[src/hdl/xue_pkg.sv]
// Shared types and byte-generation functions for the XML-escaping UTF-8 encoder.
package xue_pkg;

    // How one code unit is carried out by the back end
    typedef enum logic [2:0] {
        KIND_ONE   = 3'd0,
        KIND_TWO   = 3'd1,
        KIND_THREE = 3'd2,
        KIND_LT    = 3'd3,
        KIND_GT    = 3'd4,
        KIND_AMP   = 3'd5,
        KIND_APOS  = 3'd6,
        KIND_QUOT  = 3'd7
    } kind_t;

    typedef struct packed {
        kind_t       kind;
        logic [15:0] unit;
    } entry_t;

    localparam logic [15:0] CHAR_LT   = 16'h003c;
    localparam logic [15:0] CHAR_GT   = 16'h003e;
    localparam logic [15:0] CHAR_AMP  = 16'h0026;
    localparam logic [15:0] CHAR_APOS = 16'h0027;
    localparam logic [15:0] CHAR_QUOT = 16'h0022;

    // Entity text, left aligned, zero padded to six bytes
    localparam logic [5:0][7:0] TEXT_LT   = {"&lt;", 16'h0000};
    localparam logic [5:0][7:0] TEXT_GT   = {"&gt;", 16'h0000};
    localparam logic [5:0][7:0] TEXT_AMP  = {"&amp;", 8'h00};
    localparam logic [5:0][7:0] TEXT_APOS = "&apos;";
    localparam logic [5:0][7:0] TEXT_QUOT = "&quot;";

    // Classify one code unit
    function automatic kind_t xue_classify(logic [15:0] cu, logic esc);
        kind_t k;
        if (esc && cu == CHAR_LT)        k = KIND_LT;
        else if (esc && cu == CHAR_GT)   k = KIND_GT;
        else if (esc && cu == CHAR_AMP)  k = KIND_AMP;
        else if (esc && cu == CHAR_APOS) k = KIND_APOS;
        else if (esc && cu == CHAR_QUOT) k = KIND_QUOT;
        else if (cu[15:7] == 9'd0)       k = KIND_ONE;
        else if (cu[15:11] == 5'd0)      k = KIND_TWO;
        else                             k = KIND_THREE;
        return k;
    endfunction

    // Number of bytes an entry produces
    function automatic logic [2:0] xue_length(kind_t k);
        logic [2:0] n;
        unique case (k)
            KIND_ONE:                n = 3'd1;
            KIND_TWO:                n = 3'd2;
            KIND_THREE:              n = 3'd3;
            KIND_LT, KIND_GT:        n = 3'd4;
            KIND_AMP:                n = 3'd5;
            KIND_APOS, KIND_QUOT:    n = 3'd6;
            default:                 n = 3'd1;
        endcase
        return n;
    endfunction

    // Byte number idx of an entry's output
    function automatic logic [7:0] xue_byte(entry_t e, logic [2:0] idx);
        logic [7:0]      b;
        logic [5:0][7:0] txt;
        logic [2:0]      pos;
        txt = TEXT_LT;
        pos = 3'd5 - idx;
        b   = 8'h00;
        unique case (e.kind)
            KIND_ONE:
                b = {1'b0, e.unit[6:0]};
            KIND_TWO:
                b = (idx == 3'd0) ? {3'b110, e.unit[10:6]} : {2'b10, e.unit[5:0]};
            KIND_THREE:
                if (idx == 3'd0)      b = {4'b1110, e.unit[15:12]};
                else if (idx == 3'd1) b = {2'b10, e.unit[11:6]};
                else                  b = {2'b10, e.unit[5:0]};
            default:
            begin
                case (e.kind)
                    KIND_GT:   txt = TEXT_GT;
                    KIND_AMP:  txt = TEXT_AMP;
                    KIND_APOS: txt = TEXT_APOS;
                    KIND_QUOT: txt = TEXT_QUOT;
                    default:   txt = TEXT_LT;
                endcase
                b = txt[pos];
            end
        endcase
        return b;
    endfunction

endpackage

[src/hdl/xue_front.sv]
// Front end: accepts code units, holds the escape register, classifies each item.
module xue_front
    import xue_pkg::*;
(
    input  logic        clk,
    input  logic        rst_n,
    input  logic        cfg_we,
    input  logic        cfg_data,
    input  logic        in_valid,
    output logic        in_ready,
    input  logic [15:0] code_unit,
    output logic        push_valid,
    input  logic        push_ready,
    output entry_t      push_entry
);

    logic   escape_reg;
    logic   valid_reg;
    logic   valid_next;
    entry_t entry_reg;

    // Take a new item when the stage is empty or its item moves on now
    assign in_ready   = !valid_reg || push_ready;
    assign push_valid = valid_reg;
    assign push_entry = entry_reg;

    always_comb
    begin
        valid_next = valid_reg;
        if (in_ready)
            valid_next = in_valid;
    end

    // Hold the escape setting
    always_ff @(posedge clk or negedge rst_n)
    begin
        if (!rst_n)
            escape_reg <= 1'b0;
        else if (cfg_we)
            escape_reg <= cfg_data;
    end

    // Advance the classification stage
    always_ff @(posedge clk or negedge rst_n)
    begin
        if (!rst_n)
            valid_reg <= 1'b0;
        else
            valid_reg <= valid_next;
    end

    always_ff @(posedge clk)
    begin
        if (in_valid && in_ready)
        begin
            entry_reg.kind <= xue_classify(code_unit, escape_reg);
            entry_reg.unit <= code_unit;
        end
    end

endmodule

[src/hdl/xue_queue.sv]
// Short queue of classified items between the front and back ends.
module xue_queue
    import xue_pkg::*;
#(
    parameter int DEPTH = 2
)
(
    input  logic   clk,
    input  logic   rst_n,
    input  logic   push_valid,
    output logic   push_ready,
    input  entry_t push_entry,
    output logic   head_valid,
    input  logic   pop,
    output entry_t head_entry
);

    localparam int PTR_W   = (DEPTH > 1) ? $clog2(DEPTH) : 1;
    localparam int COUNT_W = $clog2(DEPTH + 1);
    localparam logic [PTR_W-1:0]   LAST_PTR = PTR_W'(DEPTH - 1);
    localparam logic [COUNT_W-1:0] FULL_CNT = COUNT_W'(DEPTH);

    entry_t             slot_reg [DEPTH];
    logic [PTR_W-1:0]   wr_ptr_reg;
    logic [PTR_W-1:0]   rd_ptr_reg;
    logic [COUNT_W-1:0] count_reg;
    logic [COUNT_W-1:0] count_next;
    logic               do_push;
    logic               do_pop;

    assign push_ready = count_reg != FULL_CNT;
    assign head_valid = count_reg != '0;
    assign head_entry = slot_reg[rd_ptr_reg];
    assign do_push    = push_valid && push_ready;
    assign do_pop     = pop && head_valid;

    always_comb
    begin
        count_next = count_reg;
        if (do_push && !do_pop)
            count_next = count_reg + 1'b1;
        else if (do_pop && !do_push)
            count_next = count_reg - 1'b1;
    end

    // Advance pointers and count
    always_ff @(posedge clk or negedge rst_n)
    begin
        if (!rst_n)
        begin
            wr_ptr_reg <= '0;
            rd_ptr_reg <= '0;
            count_reg  <= '0;
        end
        else
        begin
            count_reg <= count_next;
            if (do_push)
                wr_ptr_reg <= (wr_ptr_reg == LAST_PTR) ? '0 : wr_ptr_reg + 1'b1;
            if (do_pop)
                rd_ptr_reg <= (rd_ptr_reg == LAST_PTR) ? '0 : rd_ptr_reg + 1'b1;
        end
    end

    // Store the pushed item
    always_ff @(posedge clk)
    begin
        if (do_push)
            slot_reg[wr_ptr_reg] <= push_entry;
    end

endmodule

[src/hdl/xue_back.sv]
// Back end: steps through the bytes of the head item into the output register.
module xue_back
    import xue_pkg::*;
(
    input  logic       clk,
    input  logic       rst_n,
    input  logic       head_valid,
    input  entry_t     head_entry,
    output logic       pop,
    output logic       out_valid,
    input  logic       out_ready,
    output logic [7:0] out_byte,
    output logic       last_byte
);

    logic [2:0] idx_reg;
    logic [2:0] idx_next;
    logic       out_valid_reg;
    logic       out_valid_next;
    logic [7:0] out_byte_reg;
    logic       last_reg;
    logic       advance;
    logic       fire;
    logic       at_last;

    assign advance   = !out_valid_reg || out_ready;
    assign fire      = head_valid && advance;
    assign at_last   = idx_reg == (xue_length(head_entry.kind) - 3'd1);
    assign pop       = fire && at_last;
    assign out_valid = out_valid_reg;
    assign out_byte  = out_byte_reg;
    assign last_byte = last_reg;

    always_comb
    begin
        idx_next       = idx_reg;
        out_valid_next = out_valid_reg;
        if (advance)
            out_valid_next = head_valid;
        if (fire)
            idx_next = at_last ? 3'd0 : idx_reg + 3'd1;
    end

    // Hold byte index and output valid
    always_ff @(posedge clk or negedge rst_n)
    begin
        if (!rst_n)
        begin
            idx_reg       <= 3'd0;
            out_valid_reg <= 1'b0;
        end
        else
        begin
            idx_reg       <= idx_next;
            out_valid_reg <= out_valid_next;
        end
    end

    // Load the next byte of the item
    always_ff @(posedge clk)
    begin
        if (fire)
        begin
            out_byte_reg <= xue_byte(head_entry, idx_reg);
            last_reg     <= at_last;
        end
    end

endmodule

[src/hdl/xml_escaping_utf8_encoder.sv]
// Top level of the XML-escaping UTF-8 encoder: front end, queue, back end.
//
//  channel  | handshake             | payload
//  ---------+-----------------------+-----------------------------
//  input    | in_valid / in_ready   | code_unit[15:0]
//  output   | out_valid / out_ready | out_byte[7:0], last_byte
//  config   | cfg_we                | cfg_data (escape enable)
//
// An item gives as many output bytes as its kind calls for: 1 for ASCII, 2 or 3 for
// UTF-8 sequences, 4 to 6 for entities; the back end's byte sequencer sets this.
// An accepted item passes through the front stage, a queue slot and the output
// register, in that order, before its first byte is offered.
// Reset clears the escape enable, the queue and all valid flags.
// Input stalls only when the front stage holds an item and the queue is full;
// output stalls hold the output register.
module xml_escaping_utf8_encoder
    import xue_pkg::*;
#(
    parameter int QUEUE_DEPTH = 2
)
(
    input  logic        clk,
    input  logic        rst_n,
    input  logic        cfg_we,
    input  logic        cfg_data,
    input  logic        in_valid,
    output logic        in_ready,
    input  logic [15:0] code_unit,
    output logic        out_valid,
    input  logic        out_ready,
    output logic [7:0]  out_byte,
    output logic        last_byte
);

    logic   push_valid;
    logic   push_ready;
    entry_t push_entry;
    logic   head_valid;
    entry_t head_entry;
    logic   pop;

    xue_front u_front (
        .clk        (clk),
        .rst_n      (rst_n),
        .cfg_we     (cfg_we),
        .cfg_data   (cfg_data),
        .in_valid   (in_valid),
        .in_ready   (in_ready),
        .code_unit  (code_unit),
        .push_valid (push_valid),
        .push_ready (push_ready),
        .push_entry (push_entry)
    );

    xue_queue #(
        .DEPTH (QUEUE_DEPTH)
    ) u_queue (
        .clk        (clk),
        .rst_n      (rst_n),
        .push_valid (push_valid),
        .push_ready (push_ready),
        .push_entry (push_entry),
        .head_valid (head_valid),
        .pop        (pop),
        .head_entry (head_entry)
    );

    xue_back u_back (
        .clk        (clk),
        .rst_n      (rst_n),
        .head_valid (head_valid),
        .head_entry (head_entry),
        .pop        (pop),
        .out_valid  (out_valid),
        .out_ready  (out_ready),
        .out_byte   (out_byte),
        .last_byte  (last_byte)
    );

    // An accepted item sits in the front stage on the next cycle
    assert property (@(posedge clk) disable iff (!rst_n)
        (in_valid && in_ready) |=> push_valid)
        else $error("accepted item lost in front stage");

    // A classified item waiting on a full queue stays put
    assert property (@(posedge clk) disable iff (!rst_n)
        (push_valid && !push_ready) |=> (push_valid && $stable(push_entry)))
        else $error("front stage dropped or changed a stalled item");

    // The back end pops only an item that is present
    assert property (@(posedge clk) disable iff (!rst_n)
        pop |-> head_valid)
        else $error("pop from empty queue");

    // A popped item always produced a final byte
    assert property (@(posedge clk) disable iff (!rst_n)
        pop |=> (out_valid && last_byte))
        else $error("item finished without a last byte");

endmodule

[config.mk]
export PLATFORM = sky130hd
export DESIGN_NAME = xml_escaping_utf8_encoder
export DESIGN_NICKNAME = d
export VERILOG_FILES = /design/src/hdl/xue_pkg.sv /design/src/hdl/xue_front.sv /design/src/hdl/xue_queue.sv /design/src/hdl/xue_back.sv /design/src/hdl/xml_escaping_utf8_encoder.sv
export SDC_FILE = /design/constraint.sdc
export NUM_CORES = 1
export LEC_CHECK = 0
export BUFFER_PORTS_ARGS = -buffer_cell sky130_fd_sc_hd__buf_2
export CAP_MARGIN = 20
export CORE_MARGIN = 2
export CORE_UTILIZATION = 55
export DETAILED_ROUTE_END_ITERATION = 7
export PLACE_DENSITY_LB_ADDON = 0.05
export SLEW_MARGIN = 10
export SYNTH_ARGS = -nofsm -noshare
export SYNTH_HDL_FRONTEND = slang
export SYNTH_SLANG_ARGS = --single-unit
[constraint.sdc]
create_clock -name clk -period 8.7 [get_ports clk]
set_clock_uncertainty 0.2 [all_clocks]
set_input_delay 1.74 -clock clk [delete_from_list [all_inputs] [get_ports clk]]
set_output_delay 1.74 -clock clk [all_outputs]
set_load 0.02 [all_outputs]
# Word-level counts from Yosys, hierarchy flattened
# Memories as Yosys holds them, arrays and structs flattened.
# Index checks and enable logic that the tools add are counted.
totals:
  mem_count: 2
  inputBits: 22
  ram_bits: 38
  latch_bits: 0
  romBits: 24
  word_cells: 82
  regBits: 38
  out_inout_bits: 11
mem_list:
  columns: ["name", "words", "width", "rd", "rd_clocked_by_memory_dff", "write_ports", "line_no", "text"]
  rows:
  - ["u_queue.slot_reg", 2, 19, 1, 0, 1, "xue_queue.sv:23", "entry_t slot_reg [DEPTH];"]
  - ["(no name shown)", 8, 3, 1, 0, 0, "xue_pkg.sv:51", "unique case (k)"]
classes:
  n_bitwise: 0
  mux: 22
  n_lt_le_gt_ge: 1
  addsub: 7
  n_shift: 0
  reduce_logical: 25
  mul: 0
  div: 0
  eq_ne: 14
ops:
  columns: ["op", "n"]
  rows:
  - ["37-bit one-hot mux with 4 select lines", 1]
  - ["48-bit two-way mux", 2]
  - ["16-bit by 6-bit == test with 1-bit output (second input constant)", 5]
  - ["8-bit binary-select mux with 3-bit select", 1]
  - ["8-bit one-hot mux with 3 select lines", 1]
  - ["3-bit two-way mux", 6]
  - ["8-bit two-way mux", 2]
  - ["3-bit == test (second input constant)", 4]
  - ["1-bit logical AND", 12]
  - ["9-bit zero test", 1]
  - ["7-bit two-way mux", 1]
  - ["3-bit by 1-bit == test with 1-bit output (second input constant)", 2]
  - ["3-bit zero test", 2]
  - ["2-bit two-way mux", 3]
  - ["6-bit two-way mux", 1]
  - ["5-bit zero test", 1]
  - ["1-bit zero test", 4]
  - ["3-bit by 4-bit less-than comparator with 1-bit output (second input constant)", 1]
  - ["1-bit two-way mux", 4]
  - ["2-bit nonzero test", 2]
  - ["3-bit by 1-bit adder with 3-bit output (second input constant)", 1]
  - ["3-bit by 2-bit == test with 1-bit output (second input constant)", 1]
  - ["3-bit == test", 1]
  - ["3-bit OR reduction", 1]
  - ["7 further kinds", 9]

# Logic depth before layout (Yosys ltp)
# An unclocked memory read counts as a cell.
logic_depth:
  depth_word: 9
  mapped_depth: 19
  mapped_depth_nobuf: 15

# By module
# From an unflattened synthesis, not the netlist that was laid out.
unflattened:
  hier_cells: 262
  area_unflattened_um2: 3634.7
by_module_without_submodules:
  columns: ["module", "seq_area_each_um2", "area_each_um2", "instances", "cells_each"]
  rows:
  - ["xue_queue", 1241.2, 1589.0, 1, 77]
  - ["xue_back", 370.4, 1239.9, 1, 142]
  - ["xue_front", 620.6, 805.8, 1, 43]

# Worst setup path after synthesis
# No wires, ideal clock.
synth_path:
  path_type: "reg2reg"
  start: "register u_queue.rd_ptr_reg"
  end: "register u_queue.count_reg[1]"
  n_path_buf: 4
  setup_slack_ps: 4840
  stages_incl_launch_ff: 19
  t_arrival_ps: 3581
  setup_ps: 79
  required_ps: 8421
  period_less_slack_ps: 3860
  cell_sequence: "dfrtp_1 > buf_6 > buf_2 > buf_4 > mux2i_1 > ha_1 > clkbuf_1 > nand2_1 > o211ai_1 > nand2_1 > ha_1 > xor2_1 > or3_1 > a21oi_2 > nand4_2 > ha_1 > xor2_1 > nor2_1 > xor2_1"
synth_between:
  elab_chain_len: 9
  elab_cells_between_ends: 11
  classes_between: "add/sub (1); eq/ne (1); mux (1); reduce/logical (6); memory (2)"
synth_lines:
  columns: ["item", "line_no", "text"]
  rows:
  - ["start, declared", "xue_queue.sv:25", "logic [PTR_W-1:0] rd_ptr_reg;"]
  - ["start signal, assigned", "xue_queue.sv:61", "rd_ptr_reg <= (rd_ptr_reg == LAST_PTR) ? '0 : rd_ptr_reg + 1'b1;"]
  - ["memory read 2 x 19 bit (*)", null, null]
  - ["memory read 8 x 3 bit (*)", null, null]
  - ["3-bit by 1-bit subtractor with 3-bit output (*)", "xue_back.sv:28", "assign at_last = idx_reg == (xue_length(head_entry.kind) - 3'd1);"]
  - ["3-bit == test (*)", "xue_back.sv:28", null]
  - ["1-bit logical AND (*)", "xue_back.sv:29", "assign pop = fire && at_last;"]
  - ["1-bit logical AND (*)", "xue_queue.sv:35", "assign do_pop = pop && head_valid;"]
  - ["1-bit zero test", "xue_queue.sv:40", "if (do_push && !do_pop)"]
  - ["1-bit logical AND", "xue_queue.sv:40", null]
  - ["2-bit two-way mux or 2-bit nonzero test (tied branches)", null, null]
  - ["end signal, assigned", "xue_queue.sv:57", "count_reg <= count_next;"]
  - ["end, declared", "xue_queue.sv:26", "logic [COUNT_W-1:0] count_reg;"]
# Mark *: on every way between the ends. The rest lies on a longest branch, timed or not.
# A chain may end at the register's enable or synchronous reset.

# Worst setup path after layout
# Same ends and word-level chain as after synthesis.

==> impl_metrics.py <==
metrics = {
    "critical_path": {
        "path_max_fanout": 12,
        "path_depth": 14,
        "launching_element_type_of_the_critical_path": "flop",
        "worst_path_buffer_plus_inverter_count": 0,
        "critical_path.endpoint_type": "flop",
        "critical_path.top_delay_family": "adder cells",
        "timing.critical_path.cells": "mux2i_1 -> ha_1 -> nand2_1 -> o211ai_1 -> nand2_1 -> ha_1 -> xor2_1 -> or3_1 -> a21oi_2 -> nand4_2 -> ha_1 -> xor2_1 -> nor2_1 -> xor2_1",
        "rr_endpoint": "u_queue.count_reg[1]$_DFFE_PN0P_",
        "crit_path_max_incr_delay_ps": 680,
        "r2r_slack_ps": 4730,
        "worst_r2r_path_depth": 14,
        "critical_path.startpoint": "u_queue.rd_ptr_reg$_DFFE_PN0P_",
        "arrival_ps": 4050,
        "worst_r2r_startpoint": "u_queue.rd_ptr_reg$_DFFE_PN0P_",
        "endpoint": "u_queue.count_reg[1]$_DFFE_PN0P_",
        "critPathSlowestCell": "sky130_fd_sc_hd__dfrtp_1",
        "worst_ep_required_time_ps": 8780,
        "setup.worst_path.class": "flop to flop",
    },
    "flow_run": {
        "cap_viol_max_count": 0,
    },
    "logic_synthesis": {
        "postSynth.topFlopCell": "sky130_fd_sc_hd__edfxtp_1",
        "syn-instance-count": 271,
        "synth_compound_area_share_pct": 11.44,
        "portion_of_the_post_synthesis_area_used_by_sequential_elements_pct": 63.40,
        "async_reset_ff_share_pct": 13.16,
        "synth_seq_cells": 76,
        "syn-num-nets": 302,
        "yosys.area_share.simple_pct": 11.23,
        "synth-xor-area-share_pct": 1.990,
        "synth.mux.area_fraction_pct": 6.254,
        "synth-warning-count": 0,
        "synth.distinct_cells": 57,
        "synth_fa_ha_area_share_pct": 3.198,
        "average_cell_area_after_synthesis_um2": 12.99,
        "syn_area_mm2": 0.003521,
        "synth-edff-count": 66,
        "dominant_combinational_cell_family_by_area_after_synthesis": "compound AO/OA/AOI/OAI gates",
    },
    "clock_tree": {
        "htree_num_levels": 3,
        "cts_made_buffers": 9,
        "clock_sinks": 76,
        "post_cts_buffers": 0,
        "worst_skew_late_latency_ps": 350,
        "tritoncts": "yes",
        "path_clk_slew_ps": 80,
        "ctsRootBufferMaster": "sky130_fd_sc_hd__clkbuf_8",
        "clock_path_buffers": 2,
        "post_cts_resized": 0,
        "cts_hold_buffers": 0,
    },
    "cells_and_area": {
        "final_cells": 387,
        "mostFrequentLayoutCells": "sky130_fd_sc_hd__edfxtp_1, sky130_fd_sc_hd__buf_2, sky130_fd_sc_hd__nor2_1",
        "drive_gt1_share_pct": 18.39,
        "num_antenna_cells": 0,
        "largest_reg_flops": 38,
        "layout_overhead_on_the_synthesized_area_pct": 11.51,
        "num-fill-cells": 490,
        "mostFrequentLayoutCell": "sky130_fd_sc_hd__edfxtp_1",
        "fin_nets": 336,
    },
    "power": {
        "p_leak_nw": 1.462,
        "peak_vdd_ir_mv": 0.1856,
        "power_per_standard_cell_area_mw_per_mm2": 373.3,
    },
    "place": {
        "dp.cells": 371,
        "detailed_place_hpwl_um": 4728,
        "io_buffers": 32,
        "place_congestion": 0.8617,
    },
    "sta": {
        "final_period_minus_worst_setup_slack_ps": 3973,
        "final-setup-viol-count": 0,
        "rsz0062_at_grt": "false",
        "max_slew.worst_pin.slew_ps": 898.2,
        "max_clock_freq_ghz": 0.2517,
        "worst_slew_margin_rel_pct": 40.12,
        "fin_setup_tns_ps": 0,
        "finalMaxSlewViolations": 0,
        "finalHoldViolations": 0,
        "timing.final.crit_share_pct": 45.67,
    },
    "min_path": {
        "hold_class": "flop to flop",
    },
    "route": {
        "wl_per_cell_um": 17.23,
        "num_vias": 2257,
        "drt_iter0_drc": 129,
        "drc": 0,
        "firstDrtPassIters": 4,
        "drt_wl_total_um": 6668,
        "drt-vias-per-instance": 5.832,
        "final_antenna_net_count": 0,
    },
    "die": {
        "die_width_um": 84.01,
        "initial_utilization_pct": 56.09,
        "std_cell_rows": 29,
        "core_mm2": 0.006277,
        "top_level_ports": 33,
        "die-area_mm2": 0.007058,
        "fp.dieH_um": 84.01,
    },
    "grt": {
        "grt_overflow_total": 0,
        "antenna_found_initial": 0,
        "vias_in_the_first_global_route": 2325,
        "grt_start_max_net_pins": 20,
        "global_route_wire_length_before_repair_um": 11190,
        "grt_overall_usage_pct": 20.96,
    },
    "outcome": {
        "outcome": "finished clean",
    },
}
area by class of cell:
class,instances,area [um2],area share (%)
multi-input cells,176,1201,30.59
repair buffers,34,175.2,4.461
well taps,77,96.34,2.454
clock buffers,9,123.9,3.155
flip-flops and latches,76,2232,56.85
inverters,8,30.03,0.7648
clock inverters,7,67.56,1.721
cell usage after synthesis, drive strengths merged, types with 2 or more instances:
master	count	area, um2
nand3	7	35.03
nand2	19	71.32
o32ai	2	17.52
a31oi	2	12.51
edfxtp	66	1982
nand3b	3	22.52
o22a	2	17.52
a311oi	2	17.52
nor2b	3	18.77
nand2b	7	43.79
xor2	4	35.03
nor2	23	86.33
o211ai	2	15.01
dfrtp	10	250.2
mux2	2	26.27
o31a	2	17.52
o311ai	2	17.52
o21ai	13	65.06
nor3	4	20.02
inv	7	26.28
mux2i	19	193.9
o221ai	2	17.52
and2	2	12.51
ha	9	112.6
o21a	2	15.01
and3	2	12.51
clkbuf	5	18.77
o22ai	4	25.02
a21oi	13	68.82
or4	2	15.01
xnor2	4	35.03
buf	6	38.79
nand4	2	18.77
layer usage:
metal / track usage [%] / wire length, um
met1: 26.20 / 2959
met2: 33.60 / 3251
met3: 4.055 / 276
met4: 13.05 / 181
met5: 0 / 0
logic make-up (layout without fill, tap and decap cells):
| logic type | count (synthesis) | in the layout |
|---|---|---|
| buf+inv | 19 | 58 |
| mux | 21 | 21 |
| flops | 76 | 76 |
| compound gates | 59 | 59 |
| fa+ha+maj | 9 | 9 |
| simple gates | 79 | 79 |
| xor+xnor | 8 | 8 |
how the worst min path moves through the flow:
| stage | start | endpoint | slack (ps) | cells after the start |
|---|---|---|---|---|
| CTS | u_front.push_entry[5]$_DFFE_PP_ | u_queue.slot_reg[0][5]$_DFFE_PP_ | 250 | 0 |
| global route | u_front.push_entry[3]$_DFFE_PP_ | u_queue.slot_reg[0][3]$_DFFE_PP_ | 260 | 0 |
| global placement | u_front.push_entry[3]$_DFFE_PP_ | u_queue.slot_reg[0][3]$_DFFE_PP_ | 220 | 0 |
| finish | u_front.push_entry[12]$_DFFE_PP_ | u_queue.slot_reg[1][12]$_DFFE_PP_ | 250 | 0 |
| detailed placement | u_front.push_entry[5]$_DFFE_PP_ | u_queue.slot_reg[0][5]$_DFFE_PP_ | 230 | 0 |
| floorplan | u_front.push_entry[0]$_DFFE_PP_ | u_queue.slot_reg[0][0]$_DFFE_PP_ | 220 | 0 |
metrics by stage:
step | hold slack [ps] | instance area (um2) | power, mW | utilization, % | setup slack [ps]
finish | 249.1 | 3926 | 1.466 | 62.55 | 4727
floorplan | 221.5 | 3521 | 1.062 | - | 4840
global route | 257.5 | 3926 | 1.560 | 62.55 | 4449
CTS | 249.4 | 3926 | 1.469 | 62.55 | 4737
global placement | 222.7 | 3735 | 1.203 | 59.50 | 4965
detailed placement | 230.6 | 3735 | 1.211 | 59.50 | 4743
power by group:
| group | leakage (nW) | switching, mW | total [mW] | internal [mW] |
|---|---|---|---|---|
| clock | 0.0926 | 0.129 | 0.260 | 0.131 |
| sequential | 0.738 | 0.0767 | 0.620 | 0.543 |
| combinational | 0.632 | 0.357 | 0.586 | 0.229 |
| total | 1.46 | 0.563 | 1.47 | 0.903 |
No activity file was read; power rests on OpenSTA's default activity.
